==> src/design/fcm_pkg.sv <==
// shared types, constants and helpers of the fat chain manager
// no dependencies; used by every module of the block
package fcm_pkg;

	localparam int FAT_ENTRIES = 1024;
	localparam int IDX_W = $clog2(FAT_ENTRIES);
	localparam int STEP_W = IDX_W + 1;
	localparam int ENT_W = 16;
	localparam logic [ENT_W-1:0] END_MARK = 16'hFFFF;

	localparam int SIZE_W = 23;
	localparam int CNT_W = 23;
	localparam int BS_W = 13;
	localparam int DIV_W = SIZE_W + 1;
	localparam int DBIT_W = $clog2(DIV_W);
	localparam int BLOCK_SIZE_RST = 512;

	localparam int Q_DEPTH = 2;
	localparam int Q_PTR_W = $clog2(Q_DEPTH);

	localparam logic [1:0] KIND_GROW = 2'd0;
	localparam logic [1:0] KIND_SHRINK = 2'd1;
	localparam logic [1:0] KIND_LOOKUP = 2'd2;

	localparam logic [1:0] ST_OK = 2'd0;
	localparam logic [1:0] ST_FULL = 2'd1;
	localparam logic [1:0] ST_PAST = 2'd2;

	typedef enum logic [2:0] {
		OP_ECHO,
		OP_PAST,
		OP_GROW_NEW,
		OP_GROW,
		OP_SHRINK_ALL,
		OP_SHRINK,
		OP_LOOKUP
	} op_t;

	typedef struct packed {
		op_t              op;
		logic [IDX_W-1:0] first;
		logic             has;
		logic [CNT_W-1:0] cur_n;
		logic [CNT_W-1:0] new_n;
		logic [IDX_W-1:0] tgt;
	} fcm_item_t;

	typedef enum logic [1:0] {
		F_IDLE,
		F_DIV_CUR,
		F_DIV_NEW,
		F_PUSH
	} front_st_t;

	typedef enum logic [4:0] {
		B_CLR,
		B_IDLE,
		B_WALK_RD,
		B_WALK_CHK,
		B_LOOP,
		B_SCAN_RD,
		B_SCAN_CHK,
		B_FIRST,
		B_LINK,
		B_MARK,
		B_FREE_RD,
		B_FREE_WR,
		B_CUT_RD,
		B_CUT_CHK,
		B_REST_RD,
		B_REST_WR,
		B_LK_RD,
		B_LK_CHK,
		B_DONE
	} back_st_t;

	// a table value that points at a usable next block
	function automatic logic link_ok(input logic [ENT_W-1:0] v);
		return (v != '0) && (v != END_MARK) && (v < ENT_W'(FAT_ENTRIES));
	endfunction

endpackage

==> src/design/fcm_queue.sv <==
// short item queue between the front and back parts
// depends on fcm_pkg
module fcm_queue (
	input  logic              clk,
	input  logic              arst_n,
	input  logic              push,
	input  fcm_pkg::fcm_item_t push_item,
	output logic              full,
	input  logic              pop,
	output fcm_pkg::fcm_item_t pop_item,
	output logic              empty
);
	import fcm_pkg::*;

	fcm_item_t              ent_q [Q_DEPTH];
	logic [Q_PTR_W-1:0]     wr_ptr_q;
	logic [Q_PTR_W-1:0]     rd_ptr_q;
	logic [Q_PTR_W:0]       cnt_q;

	assign full = (cnt_q == (Q_PTR_W+1)'(Q_DEPTH));
	assign empty = (cnt_q == '0);
	assign pop_item = ent_q[rd_ptr_q];

	always_ff @(posedge clk) begin
		if (push) begin
			ent_q[wr_ptr_q] <= push_item;
		end
	end

	always_ff @(posedge clk or negedge arst_n) begin
		if (!arst_n) begin
			wr_ptr_q <= '0;
			rd_ptr_q <= '0;
			cnt_q <= '0;
		end else begin
			if (push) begin
				wr_ptr_q <= wr_ptr_q + 1'b1;
			end
			if (pop) begin
				rd_ptr_q <= rd_ptr_q + 1'b1;
			end
			if (push && !pop) begin
				cnt_q <= cnt_q + 1'b1;
			end else if (pop && !push) begin
				cnt_q <= cnt_q - 1'b1;
			end
		end
	end

endmodule

==> config.mk <==
export PLATFORM = sky130hd
export DESIGN_NAME = fcm_queue
export DESIGN_NICKNAME = d
export VERILOG_FILES = /design/src/design/fcm_pkg.sv /design/src/design/fcm_queue.sv
export SDC_FILE = /design/constraint.sdc
export NUM_CORES = 1
export LEC_CHECK = 0
export BUFFER_PORTS_ARGS = -buffer_cell sky130_fd_sc_hd__buf_2
export CAP_MARGIN = 5
export CORE_ASPECT_RATIO = 1.1
export CORE_MARGIN = 8
export CORE_UTILIZATION = 56
export DETAILED_ROUTE_END_ITERATION = 10
export PLACE_DENSITY_LB_ADDON = 0.05
export RECOVER_POWER = 100
export SLEW_MARGIN = 5
export SYNTH_ARGS = -nofsm -noshare
export SYNTH_HDL_FRONTEND = slang
export SYNTH_SLANG_ARGS = --single-unit
==> constraint.sdc <==
create_clock -name clk -period 7.05 [get_ports clk]
set_input_delay 0.705 -clock clk [delete_from_list [all_inputs] [get_ports clk]]
set_output_delay 0.705 -clock clk [all_outputs]
set_load 0.05 [all_outputs]
==> flow_summary.ini <==
[status]
status = finished with violations
violations = capacitance limit, slew limit

[cts]
clk_latency_ns = 0.51
clk_pin_slew_ns = 0.06
h-tree-depth = 4
numCtsBuffers = 17
cts_resized = 0
cts_tree = built
cts_setup_buffers = 0
clock_tree.root_cell = clkbuf_8
clock_path_buffers = 2
cts.sinks = 144

[sta]
finalClockSkew_ns = 0.00646
setup_viol = 0
tightest_slew_ns = 4.73
timing.final.crit_share = 0.631
max_freq_ghz = 0.225
tns_ns = 0
max_slew_margin = -2.15
period_needed_ns = 4.45
rsz0062_at_grt = false
slew_viol_final = 144
hold_viol_final = 0

[grt]
grt_pass1_wl_um = 15200
antenna_found_initial = 0
overflow = 0
grt_max_degree = 71
globalRouteTotalUtil = 0.149
grt_pass1_vias = 2925

[route]
vias_per_cell = 4.99
drt_pass1_iterations = 4
avgRoutedWirePerCell_um = 19.0
drc = 0
initialDrtViolationCount = 81
drt.antenna.violating_nets = 0
num_vias = 2620
top_layer = met4
wl_met1_um = 3910
dr_wl_met3_um = 869
routed_wl_um = 9990
met2_length_um = 5100

[placed_design]
place_congestion = 0.687
placed_cell_area_mm2 = 0.00634
numPortBuffers = 145
dp_hpwl_um = 6640

[synthesis]
synth_edf_count = 140
synth.distinct_cells = 13
ys.flop_type = edfxtp_1
synth_area_leaders = edfxtp_1 75%, mux2_4 19%, buf_12 2.5%
synth.most_common_cell = edfxtp_1
yosys-top-cells-count = 140 x edfxtp_1, 69 x mux2_4, 7 x buf_12
synth_cells = 234
syn_nets = 309
synth.avg_cell_area_um2 = 23.9
syn-cell-area_mm2 = 0.00559
yosys_warnings = 0
synth_top_area_cell = edfxtp_1
synth_top_area_frac = 0.752
ys_ff_latch = 144
ys_seq_area_frac = 0.770
postSynth.asyncResetShare = 0.0278

[pwr]
clkPwrFrac = 0.250
p_int_mw = 2.07
netSwitchingPower_mw = 1.33
powerDensity_mw_per_mm2 = 502
ir_drop_mv = 0.271
seq_power_share = 0.363
swShare = 0.391
combPwrFrac = 0.388
leakage_nw = 2.54

[die]
fp.dieH_um = 121
die-area_mm2 = 0.0134
initial_core_util = 0.571
ios = 146
core_mm2 = 0.00979
die_w_um = 111
row_count = 38

[finish]
final_nets = 468
stdcell_area_mm2 = 0.00676
fin_util = 0.691
layout-drive-gt1-share = 0.353
antenna_cells = 0
area_growth_pct = 21.0

[critical_path]
r2r_slack_ns = 2.60
endpoint_kind = register
slowest_delay_ns = 1.89
crit_path_max_fanout = 45
cp.arrival_ns = 4.52
r2r-start = wr_ptr_q$_DFFE_PN0P_
crit_family = buffers and inverters
r2r-end = ent_q[0][15]$_DFFE_PP_
cp.required_ns = 7.13
timing.critical_path.buf_inv = 1
worst_setup_path_start_kind = register
r2r_cells = 2
cp_slowest_cell = clkbuf_1
path_cells = nor2b_1 > clkbuf_1
critical_path_class = reg -> reg

[flow_run]
max-cap-violations = 3

[hold_path]
hold_path_end = ent_q[1][59]$_DFFE_PP_
hold_path_depth = 1
holdCritStartpoint = push_item[59]
hp-class = in -> reg
[timing repair]
action	in CTS	in global routing
setup endpoints to repair	0	0
endpoints found under the hold margin	4	0
hold buffers	1	0
[metal layers]
layer,vias to the layer above,global-route usage
met5,-,0
met4,0,0.0575
met3,13,0.0783
met2,91,0.249
met1,1275,0.156
li1,1241,-
[power by group through the flow]
stage                     logic (mW)  clock network [mW]  registers [mW]
after floorplan                 1.24                   0            1.20
after global placement          1.39                   0            1.23
after detailed placement        1.39                   0            1.24
after CTS                       1.39               0.860            1.22
after global routing            1.38               0.896            1.25
final                           1.32               0.848            1.23
[layout by cell type (no fill, tap or decap), drive strengths merged]
master	instances
and2	1
buf	50
bufinv	3
clkbuf	115
clkinv	6
clkinvlp	4
dfrtp	4
dlygate4sd3	1
edfxtp	140
ha	1
inv	1
mux2	70
nor2	2
nor2b	2
xnor2	1
xor2	4
[sequential cells by signal, summed over array words and instances, names as in the netlist]
signal    cells
rd_ptr_q      1
ent_q       140
wr_ptr_q      1
cnt_q         2
[through the flow]
| step | setup WS [ns] | std cells | hold WS (ns) | power, mW |
|---|---|---|---|---|
| CTS | 3.68 | 525 | 0.353 | 3.47 |
| detailed placement | 4.24 | 493 | 0.483 | 2.63 |
| global route | 2.21 | 525 | 0.349 | 3.52 |
| floorplan | 2.77 | 234 | 0.409 | 2.44 |
| finish | 2.60 | 525 | 0.376 | 3.40 |
| global placement | 4.24 | 493 | 0.470 | 2.62 |
[area by class of cell]
type                    count  area [um2]
multi-input cells          81        1110
repair buffers            148         627
inverters                   1        3.75
fillers                   730        3030
clock inverters            13         146
well taps                 120         150
flip-flops and latches    144        4300
clock buffers              18         418
[kinds of logic (layout without fill, tap and decap cells)]
group	after synthesis	in the layout	share of synthesized area
flops	144	144	0.770
mux	70	70	0.187
buf+inv	9	180	0.0278
xor+xnor	5	5	0.00783
simple gates	5	5	0.00470
fa+ha+maj	1	1	0.00224
[worst register-to-register path: cells and delay by family (launching register included)]
kind | cells | cell delay (ns)
flip-flops | 1 | 0.40
buffers and inverters | 1 | 1.90
AND/OR/NAND/NOR | 1 | 1.68
[worst max path at each step]
stage | start | end | depth (start not counted)
after floorplan | push | ent_q[0][0]$_DFFE_PP_ | 1
after global placement | rd_ptr_q$_DFFE_PN0P_ | pop_item[45] | 3
after detailed placement | rd_ptr_q$_DFFE_PN0P_ | pop_item[3] | 3
after CTS | rd_ptr_q$_DFFE_PN0P_ | pop_item[52] | 3
after global routing | wr_ptr_q$_DFFE_PN0P_ | ent_q[0][15]$_DFFE_PP_ | 2
final | wr_ptr_q$_DFFE_PN0P_ | ent_q[0][15]$_DFFE_PP_ | 2
No activity file was read; power rests on OpenSTA's default activity.
