$ cat config.mk
export PLATFORM = sky130hd
export DESIGN_NAME = fcm_front
export DESIGN_NICKNAME = d
export VERILOG_FILES = /design/src/design/fcm_pkg.sv /design/src/design/fcm_front.sv
export SDC_FILE = /design/constraint.sdc
export NUM_CORES = 1
export LEC_CHECK = 0
export ABC_AREA = 1
export BUFFER_PORTS_ARGS = -buffer_cell sky130_fd_sc_hd__buf_2
export CORE_ASPECT_RATIO = 1.1
export CORE_MARGIN = 1
export CORE_UTILIZATION = 35
export CTS_CLUSTER_SIZE = 40
export DETAILED_ROUTE_END_ITERATION = 16
export PLACE_DENSITY_LB_ADDON = 0.25
export SYNTH_ARGS = -nofsm -noshare
export SYNTH_HDL_FRONTEND = slang
export SYNTH_SLANG_ARGS = --single-unit
$ cat constraint.sdc
create_clock -name clk -period 5.47 [get_ports clk]
set_input_delay 0.547 -clock clk [delete_from_list [all_inputs] [get_ports clk]]
set_output_delay 0.547 -clock clk [all_outputs]
set_load 0.01 [all_outputs]
$ cat src/design/fcm_pkg.sv
// shared types, constants and helpers of the fat chain manager
// no dependencies; used by every module of the block
package fcm_pkg;

	localparam int FAT_ENTRIES = 1024;
	localparam int IDX_W = $clog2(FAT_ENTRIES);
	localparam int STEP_W = IDX_W + 1;
	localparam int ENT_W = 16;
	localparam logic [ENT_W-1:0] END_MARK = 16'hFFFF;

	localparam int SIZE_W = 23;
	localparam int CNT_W = 23;
	localparam int BS_W = 13;
	localparam int DIV_W = SIZE_W + 1;
	localparam int DBIT_W = $clog2(DIV_W);
	localparam int BLOCK_SIZE_RST = 512;

	localparam int Q_DEPTH = 2;
	localparam int Q_PTR_W = $clog2(Q_DEPTH);

	localparam logic [1:0] KIND_GROW = 2'd0;
	localparam logic [1:0] KIND_SHRINK = 2'd1;
	localparam logic [1:0] KIND_LOOKUP = 2'd2;

	localparam logic [1:0] ST_OK = 2'd0;
	localparam logic [1:0] ST_FULL = 2'd1;
	localparam logic [1:0] ST_PAST = 2'd2;

	typedef enum logic [2:0] {
		OP_ECHO,
		OP_PAST,
		OP_GROW_NEW,
		OP_GROW,
		OP_SHRINK_ALL,
		OP_SHRINK,
		OP_LOOKUP
	} op_t;

	typedef struct packed {
		op_t              op;
		logic [IDX_W-1:0] first;
		logic             has;
		logic [CNT_W-1:0] cur_n;
		logic [CNT_W-1:0] new_n;
		logic [IDX_W-1:0] tgt;
	} fcm_item_t;

	typedef enum logic [1:0] {
		F_IDLE,
		F_DIV_CUR,
		F_DIV_NEW,
		F_PUSH
	} front_st_t;

	typedef enum logic [4:0] {
		B_CLR,
		B_IDLE,
		B_WALK_RD,
		B_WALK_CHK,
		B_LOOP,
		B_SCAN_RD,
		B_SCAN_CHK,
		B_FIRST,
		B_LINK,
		B_MARK,
		B_FREE_RD,
		B_FREE_WR,
		B_CUT_RD,
		B_CUT_CHK,
		B_REST_RD,
		B_REST_WR,
		B_LK_RD,
		B_LK_CHK,
		B_DONE
	} back_st_t;

	// a table value that points at a usable next block
	function automatic logic link_ok(input logic [ENT_W-1:0] v);
		return (v != '0) && (v != END_MARK) && (v < ENT_W'(FAT_ENTRIES));
	endfunction

endpackage

$ cat src/design/fcm_front.sv
// front part: takes a request, turns byte sizes into block counts, classifies it
// depends on fcm_pkg
module fcm_front (
	input  logic                          clk,
	input  logic                          arst_n,
	input  logic                          start_acc,
	input  logic [1:0]                    kind,
	input  logic [fcm_pkg::IDX_W-1:0]     first_block,
	input  logic                          has_first,
	input  logic [fcm_pkg::SIZE_W-1:0]    current_size,
	input  logic [fcm_pkg::SIZE_W-1:0]    target,
	input  logic [fcm_pkg::BS_W-1:0]      block_size,
	output logic                          busy,
	output logic                          push,
	output fcm_pkg::fcm_item_t            push_item,
	input  logic                          q_full
);
	import fcm_pkg::*;

	front_st_t             state_q, state_d;
	logic [1:0]            kind_q;
	logic [IDX_W-1:0]      first_q;
	logic                  has_q;
	logic [SIZE_W-1:0]     tgt_q;
	logic [BS_W-1:0]       bs_q;
	logic [DIV_W-1:0]      num_q;
	logic [BS_W-1:0]       rem_q;
	logic [DIV_W-1:0]      quo_q;
	logic [DBIT_W-1:0]     bit_q;
	logic [CNT_W-1:0]      cur_n_q;
	logic [CNT_W-1:0]      new_n_q;

	logic [BS_W-1:0]       bs_eff;
	logic [BS_W:0]         trial;
	logic                  ge;
	logic [BS_W-1:0]       rem_nx;
	logic [DIV_W-1:0]      quo_nx;
	logic                  last_bit;
	logic                  first_ok;
	logic [CNT_W-1:0]      cur_eff;

	// zero block size acts as one
	assign bs_eff = (block_size == '0) ? BS_W'(1) : block_size;

	// one restoring division bit per cycle
	assign trial = {rem_q, num_q[DIV_W-1]};
	assign ge = (trial >= {1'b0, bs_q});
	assign rem_nx = ge ? BS_W'(trial - {1'b0, bs_q}) : BS_W'(trial);
	assign quo_nx = {quo_q[DIV_W-2:0], ge};
	assign last_bit = (bit_q == DBIT_W'(DIV_W - 1));

	assign busy = (state_q != F_IDLE);
	assign push = (state_q == F_PUSH) && !q_full;

	always_ff @(posedge clk or negedge arst_n) begin
		if (!arst_n) begin
			state_q <= F_IDLE;
		end else begin
			state_q <= state_d;
		end
	end

	always_comb begin
		state_d = state_q;
		case (state_q)
			F_IDLE: begin
				if (start_acc) state_d = F_DIV_CUR;
			end
			F_DIV_CUR: begin
				if (last_bit) state_d = F_DIV_NEW;
			end
			F_DIV_NEW: begin
				if (last_bit) state_d = F_PUSH;
			end
			F_PUSH: begin
				if (!q_full) state_d = F_IDLE;
			end
			default: state_d = F_IDLE;
		endcase
	end

	always_ff @(posedge clk) begin
		case (state_q)
			F_IDLE: begin
				if (start_acc) begin
					kind_q <= kind;
					first_q <= first_block;
					has_q <= has_first;
					tgt_q <= target;
					bs_q <= bs_eff;
					num_q <= DIV_W'(current_size) + DIV_W'(bs_eff) - DIV_W'(1);
					rem_q <= '0;
					quo_q <= '0;
					bit_q <= '0;
				end
			end
			F_DIV_CUR, F_DIV_NEW: begin
				if (last_bit && (state_q == F_DIV_CUR)) begin
					// current count done, load the target for the second division
					cur_n_q <= quo_nx[CNT_W-1:0];
					num_q <= DIV_W'(tgt_q) + DIV_W'(bs_q) - DIV_W'(1);
					rem_q <= '0;
					quo_q <= '0;
					bit_q <= '0;
				end else begin
					num_q <= num_q << 1;
					rem_q <= rem_nx;
					quo_q <= quo_nx;
					bit_q <= bit_q + 1'b1;
					if (last_bit) begin
						new_n_q <= quo_nx[CNT_W-1:0];
					end
				end
			end
			default: begin
			end
		endcase
	end

	// classification of the request into a back-end operation
	assign first_ok = has_q && link_ok(ENT_W'(first_q));
	assign cur_eff = has_q ? cur_n_q : '0;

	always_comb begin
		push_item.first = first_q;
		push_item.has = has_q;
		push_item.cur_n = cur_n_q;
		push_item.new_n = new_n_q;
		push_item.tgt = tgt_q[IDX_W-1:0];
		push_item.op = OP_ECHO;
		case (kind_q)
			KIND_GROW: begin
				if ((!has_q || first_ok) && (new_n_q > cur_eff)) begin
					push_item.op = has_q ? OP_GROW : OP_GROW_NEW;
				end
			end
			KIND_SHRINK: begin
				if (first_ok && (new_n_q < cur_n_q)) begin
					push_item.op = (new_n_q == '0) ? OP_SHRINK_ALL : OP_SHRINK;
				end
			end
			KIND_LOOKUP: begin
				if (!first_ok || (tgt_q >= SIZE_W'(FAT_ENTRIES))) begin
					push_item.op = OP_PAST;
				end else begin
					push_item.op = OP_LOOKUP;
				end
			end
			default: push_item.op = OP_ECHO;
		endcase
	end

endmodule

==> impl_metrics.toml, run 1 <==
[critical_path]
startpoint_type = "flip-flop"
path_depth = 12
cpMaxStageDelayCell = "edfxtp_1"
r2r_slack_ns = 2.16
crit_fanout = 26
critical_path_arrival_ns = 2.80
critPathTopFamily = "simple AND/OR/NAND/NOR gates"
worstReg2RegStart = "state_q[1]$_DFFE_PN0P_"
path_cells = "nand2_1, ha_1, nand2_1, nor2_1, nand4_1, nor2_1, nand2_1, nand2_1, nor2_1, nand3_1, nand3_1, buf_2"
critPathLaunch = "has_q$_DFFE_PP_"
r2r-end = "quo_q[3]$_SDFFCE_PP0P_"
crit_buf_inv = 1
reg2regPathDepth = 5
max_stage_delay_ns = 0.93
end_kind = "output pin"
crit_type = "flip-flop to output pin"
worstPathRequired_ns = 4.92
crit_end = "push_item[67]"
cp_common_cell = "nand2_1"

[timing]
slew_viol_final = 0
skew_ns = 0.0134
rsz0062_at_grt = "no"
worst_pin_slew_ns = 1.07
period_needed_ns = 3.34
finalSetupTns_ns = 0
hold_viol_final = 0
max_slew_margin_pct = 28.3
fin_crit_sh_pct = 61.1
setup_viol_count_final = 0
fmax_mhz = 299

[clock_network]
cts_buffers = 17
cts_tree = "yes"
hold_buffers = 1
cts-root-buf = "clkbuf_16"
cts.sinks = 161
clkTransAtPathRegs_ns = 0.07
h-tree-depth = 4
cts_setup_buffers = 0
clockBufferDepth = 2
cts_resized = 0
worstSkewPairLatency_ns = 0.44

[pwr]
finalPower_mw = 2.94
p_comb_share_pct = 12.9
clockPowerShare_pct = 40.3
p_sw_mw = 0.793
p_int_mw = 2.14
leakagePower_nw = 6.89
p_per_area_nw_per_um2 = 214
switching_share_pct = 27.0
ir_drop_mv = 0.222
pwr-share-seq_pct = 46.8

[route]
first_pass_iters = 7
routed_wirelength_um = 29700
detailedRoute.firstIterationViolations = 580
remaining_drc_errors = 0
wl_per_cell_um = 14.1
via_per_inst = 4.73
ant_nets = 0
vias = 9956

[logic_synthesis]
synth_flop_cell = "edfxtp_1"
synth_area_um2 = 12000
ys_ff_latch = 161
yosysSeqAreaShare_pct = 40.1
yosys_warnings = 0
synth-edff-count = 159
async_reset_ff_share_pct = 1.24
synthCells = 1529
syn_avg_cell_area_um2 = 7.86
synth_nets = 1752
ys_types = 47

[final_layout]
stdcell_area_um2 = 13700
layout_commonest_cell = "nand2_1"
areaGrowthSynthToFinish_pct = 14.0
most-common-layout-cells = "nand2_1 (399), inv_1 (324), edfxtp_1 (159)"
final_layout_size_suffix_gt1_share_pct = 12.4
final_nets = 1885
n_antenna_cell = 0
post-route-util_pct = 40.8

[global_routing]
grtUsageTotal_pct = 17.3
grt_pass1_wl_um = 47000
grt_use_met3_pct = 2.62
antenna_found_initial = 0
use_met2_pct = 29.5
grt_start_max_net_pins = 43
first_global_vias = 9590
grt_use_met1_pct = 22.1
top_usage_layer = "met2"
grt_overflow = 0

[die]
die_w_um = 179
initial_core_util_pct = 35.8
coreArea_um2 = 33500
io_pins = 148
dieArea_um2 = 35100
dieHeight_um = 196
rows = 70

[hold_path]
min_path_type = "input port to flip-flop"

[place]
routabilityCongestion = 0.902
post_dp_cell_area_um2 = 13100
dp_hpwl_um = 24200
port_buffers = 147

[flow_run]
maxCapViolCount = 0

[status]
status = "complete, no violations"
==> how the worst min path moves through the flow <==
stage / cells past startpoint / endpoint / start / slack, ns
global placement: 1 / state_q[1]$_DFFE_PN0P_ / arst_n / 0.33
finish: 1 / tgt_q[2]$_DFFE_PP_ / target[2] / 0.27
CTS: 1 / tgt_q[2]$_DFFE_PP_ / target[2] / 0.24
detailed placement: 1 / state_q[1]$_DFFE_PN0P_ / arst_n / 0.33
floorplan: 0 / state_q[0]$_DFFE_PN0P_ / arst_n / 0.25
global route: 1 / first_q[7]$_DFFE_PP_ / first_block[7] / 0.25
==> sequential cells by signal (all words and copies together), names as in the netlist <==
register / count
has_q: 1
kind_q: 2
cur_n_q: 23
first_q: 10
quo_q: 22
bs_q: 13
tgt_q: 23
rem_q: 13
new_n_q: 23
bit_q: 5
state_q: 2
num_q: 24
==> per-layer routing <==
| layer | routed length [um] | vias to the layer above |
|---|---|---|
| met5 | 0 | - |
| met4 | 611 | 0 |
| met3 | 1070 | 38 |
| met2 | 14200 | 210 |
| met1 | 13800 | 4558 |
| li1 | - | 5150 |
==> cells by family after synthesis <==
family,share of synthesized area [%]
adders and majority gates,15.5
DFF,40.1
and+or+nand+nor,25.2
buffers and inverters,12.0
xor gates and xnor gates,1.17
AOI/OAI and AO/OA,5.94
==> synthesized netlist by cell type, types with 2 or more instances <==
master	number	area [um2]
fa_1	3	60.1
and2_1	3	18.8
dfrtp_1	2	50.1
a21boi_0	2	15.0
a31oi_1	2	12.5
nor2_1	146	548
xnor2_1	6	52.6
nand2_1	399	1500
inv_1	325	1220
o211ai_1	5	37.5
o21ai_2	3	26.3
o21bai_1	8	60.1
o21ai_1	2	10.0
o21ai_0	24	120
buf_4	12	90.1
nand3b_1	9	67.6
nand3_1	95	475
ha_1	144	1800
nor3_1	9	45.0
nand4_1	27	169
buf_2	4	20.0
o21a_1	4	30.0
nand3_2	3	30.0
xor2_1	10	87.6
nor4_1	7	43.8
nand2_2	3	18.8
a21oi_1	69	345
or2_2	5	31.3
buf_6	2	22.5
clkbuf_1	18	67.6
nor3_2	2	20.0
edfxtp_1	159	4770
inv_2	3	11.3
==> power by group through the flow <==
stage          clock network (mW)  logic, mW  registers (mW)
2_1_floorplan                   0      0.266            1.41
3_3_place_gp                    0      0.373            1.40
4_1_cts                      1.22      0.381            1.37
5_1_grt                      1.26      0.432            1.37
6_report                     1.18      0.379            1.37
3_5_place_dp                    0      0.377            1.40
==> stage by stage <==
| step | setup WS, ns | instances | hold WS, ns |
|---|---|---|---|
| detailed placement | 2.14 | 2074 | 0.334 |
| finish | 2.13 | 2107 | 0.271 |
| global route | 1.92 | 2107 | 0.251 |
| global placement | 2.21 | 2074 | 0.334 |
| CTS | 2.07 | 2107 | 0.243 |
| floorplan | 1.12 | 1529 | 0.251 |
==> final cells by class <==
cell class / instances / area [um2]
Multi-Input combinational cell: 1003 / 5760
Clock inverter: 15 / 149
Tap cell: 432 / 541
Fill cell: 3498 / 19800
Timing Repair Buffer: 151 / 768
Inverter: 328 / 1230
Sequential cell: 161 / 4820
Clock buffer: 17 / 425
Note: power is estimated with default switching activity, not from simulation.
==> run 2: changes to the inputs <==
==> constraint.sdc (replaced) <==
create_clock -name clk -period 3.15 [get_ports clk]
set_input_delay 0.315 -clock clk [delete_from_list [all_inputs] [get_ports clk]]
set_output_delay 0.315 -clock clk [all_outputs]
set_load 0.01 [all_outputs]
==> run 2 against run 1 <==
Via count up 0.17%. Flip-flop and latch count unchanged. Global-route usage down 0.12 points. Wire length down 0.94%. Clock power up 75%. Critical endpoint is now num_q[15]$_DFFE_PP_. Final cell count up 0.43%.
==> impl_metrics.toml, run 2 (synthesis gave the netlist of run 1 again) <==
[status]
status = "complete, no violations"

[timing]
rsz0062_at_grt = "no"
setup_viol_count_final = 0
hold_viol_final = 0
max_slew_margin_pct = 57.0
finalSetupTns_ns = 0
period_needed_ns = 2.67
fin_crit_sh_pct = 84.8
fmax_mhz = 374
skew_ns = 0.0279
worst_pin_slew_ns = 0.645
slew_viol_final = 0

[pwr]
p_sw_mw = 1.38
pwr-share-seq_pct = 46.6
leakagePower_nw = 6.95
p_per_area_nw_per_um2 = 371
switching_share_pct = 27.0
clockPowerShare_pct = 40.4
p_comb_share_pct = 13.0
finalPower_mw = 5.12
p_int_mw = 3.74
ir_drop_mv = 0.326

[hold_path]
min_to = "bs_q[5]$_DFFE_PP_"
min_path_type = "input port to flip-flop"
hp-start = "block_size[5]"
min_path_cells = 1

[global_routing]
grt_pass1_wl_um = 46600
grtUsageTotal_pct = 17.2
antenna_found_initial = 0
first_global_vias = 9570
grt_start_max_net_pins = 65
grt_overflow = 0

[final_layout]
most-common-layout-cells = "nand2_1 (399), inv_1 (324), edfxtp_1 (159)"
top_register = "num_q"
n_antenna_cell = 0
layout_commonest_cell = "nand2_1"
stdcell_area_um2 = 13800
final_nets = 1894
areaGrowthSynthToFinish_pct = 15.0
final_cells = 2116
largest_reg_flops = 24
final_layout_size_suffix_gt1_share_pct = 12.9
post-route-util_pct = 41.2

[clock_network]
cts_buffers = 17
clockBufferDepth = 2
cts_tree = "yes"
clkTransAtPathRegs_ns = 0.09
h-tree-depth = 4
worstSkewPairLatency_ns = 0.45
cts-root-buf = "clkbuf_16"
cts.sinks = 161

[route]
detailedRoute.firstIterationViolations = 527
vias = 9973
routed_wirelength_um = 29400
via_per_inst = 4.71
first_pass_iters = 5
wl_per_cell_um = 13.9
ant_nets = 0
remaining_drc_errors = 0

[critical_path]
startpoint_type = "flip-flop"
cp_common_cell = "nand2_1"
crit_type = "flip-flop to flip-flop"
crit_fanout = 5
end_kind = "flip-flop"
cpMaxStageDelayCell = "edfxtp_1"
reg2regPathDepth = 15
worstReg2RegStart = "bs_q[1]$_DFFE_PP_"
worstPathRequired_ns = 3.34
path_cells = "inv_1, ha_1, inv_1, ha_1, inv_1, fa_1, nand3b_1, nand2_1, nand2_1, nand2_1, nand3_1, nand2_1, nand2_1, nand3_1, nand3_1"
r2r-end = "num_q[15]$_DFFE_PP_"
critical_path_arrival_ns = 2.86
max_stage_delay_ns = 0.43
r2r_slack_ns = 0.48

[flow_run]
maxCapViolCount = 0

[die]
coreArea_um2 = 33500
die_w_um = 179
dieHeight_um = 196
initial_core_util_pct = 35.8
io_pins = 148
dieArea_um2 = 35100
rows = 70

[place]
dp_hpwl_um = 23900
post_dp_cell_area_um2 = 13200
place_inst = 2082
port_buffers = 147
routabilityCongestion = 0.909
run 2: how the worst max path moves through the flow:
stage                             end  cells after the start  slack [ns]              startpoint
2_1_floorplan  bit_q[0]$_SDFFCE_PP0P_                      5        0.03  state_q[0]$_DFFE_PN0P_
3_3_place_gp      num_q[17]$_DFFE_PP_                     18        0.28           block_size[8]
3_5_place_dp      num_q[17]$_DFFE_PP_                     18        0.20           block_size[8]
4_1_cts                 push_item[67]                     13        0.13         has_q$_DFFE_PP_
5_1_grt           num_q[17]$_DFFE_PP_                     15        0.20       bs_q[1]$_DFFE_PP_
6_report          num_q[15]$_DFFE_PP_                     15        0.48       bs_q[1]$_DFFE_PP_
run 2: layout make-up:
cell class	count	area, um2
Tap cell	432	541
Clock buffer	18	429
Clock inverter	14	150
Fill cell	3448	19700
Multi-Input combinational cell	1003	5760
Timing Repair Buffer	160	886
Sequential cell	161	4820
Inverter	328	1230
run 2: power groups by stage:
stage | sequential, mW | clock (mW) | combinational [mW]
2_1_floorplan | 2.44 | 0 | 0.462
3_3_place_gp | 2.43 | 0 | 0.662
3_5_place_dp | 2.43 | 0 | 0.669
4_1_cts | 2.38 | 2.13 | 0.674
5_1_grt | 2.38 | 2.20 | 0.766
6_report | 2.39 | 2.07 | 0.668
run 2: timing repair:
action / 4_1_cts / 5_1_grt
gates resized for setup: 0 / 0
endpoints found under the setup margin: 0 / 2
setup buffers: 0 / 1
hold buffers: 1 / 0
hold endpoints to repair: 2 / 0
run 2: per-stage QoR:
step	setup slack [ns]	hold slack [ns]
6_report	0.479	0.0430
5_1_grt	0.199	0.0262
4_1_cts	0.128	0.0267
3_5_place_dp	0.195	0.101
3_3_place_gp	0.279	0.100
2_1_floorplan	0.0283	0.0194
run 2: worst max-delay path: cells and delay by family (launching register included):
| kind | cells | cell delay (ns) |
|---|---|---|
| fa+ha+maj | 3 | 0.78 |
| buf+inv | 3 | 0.22 |
| flops | 1 | 0.43 |
| simple gates | 9 | 1.00 |
run 2: routing by layer:
metal / vias to the layer above / global-route usage, % / part of all wire (%)
li1: 5165 / - / -
met1: 4566 / 21.7 / 46
met2: 213 / 30.1 / 49
met3: 29 / 2.28 / 3.6
met4: 0 / 5.12 / 1.5
met5: - / 0 / 0
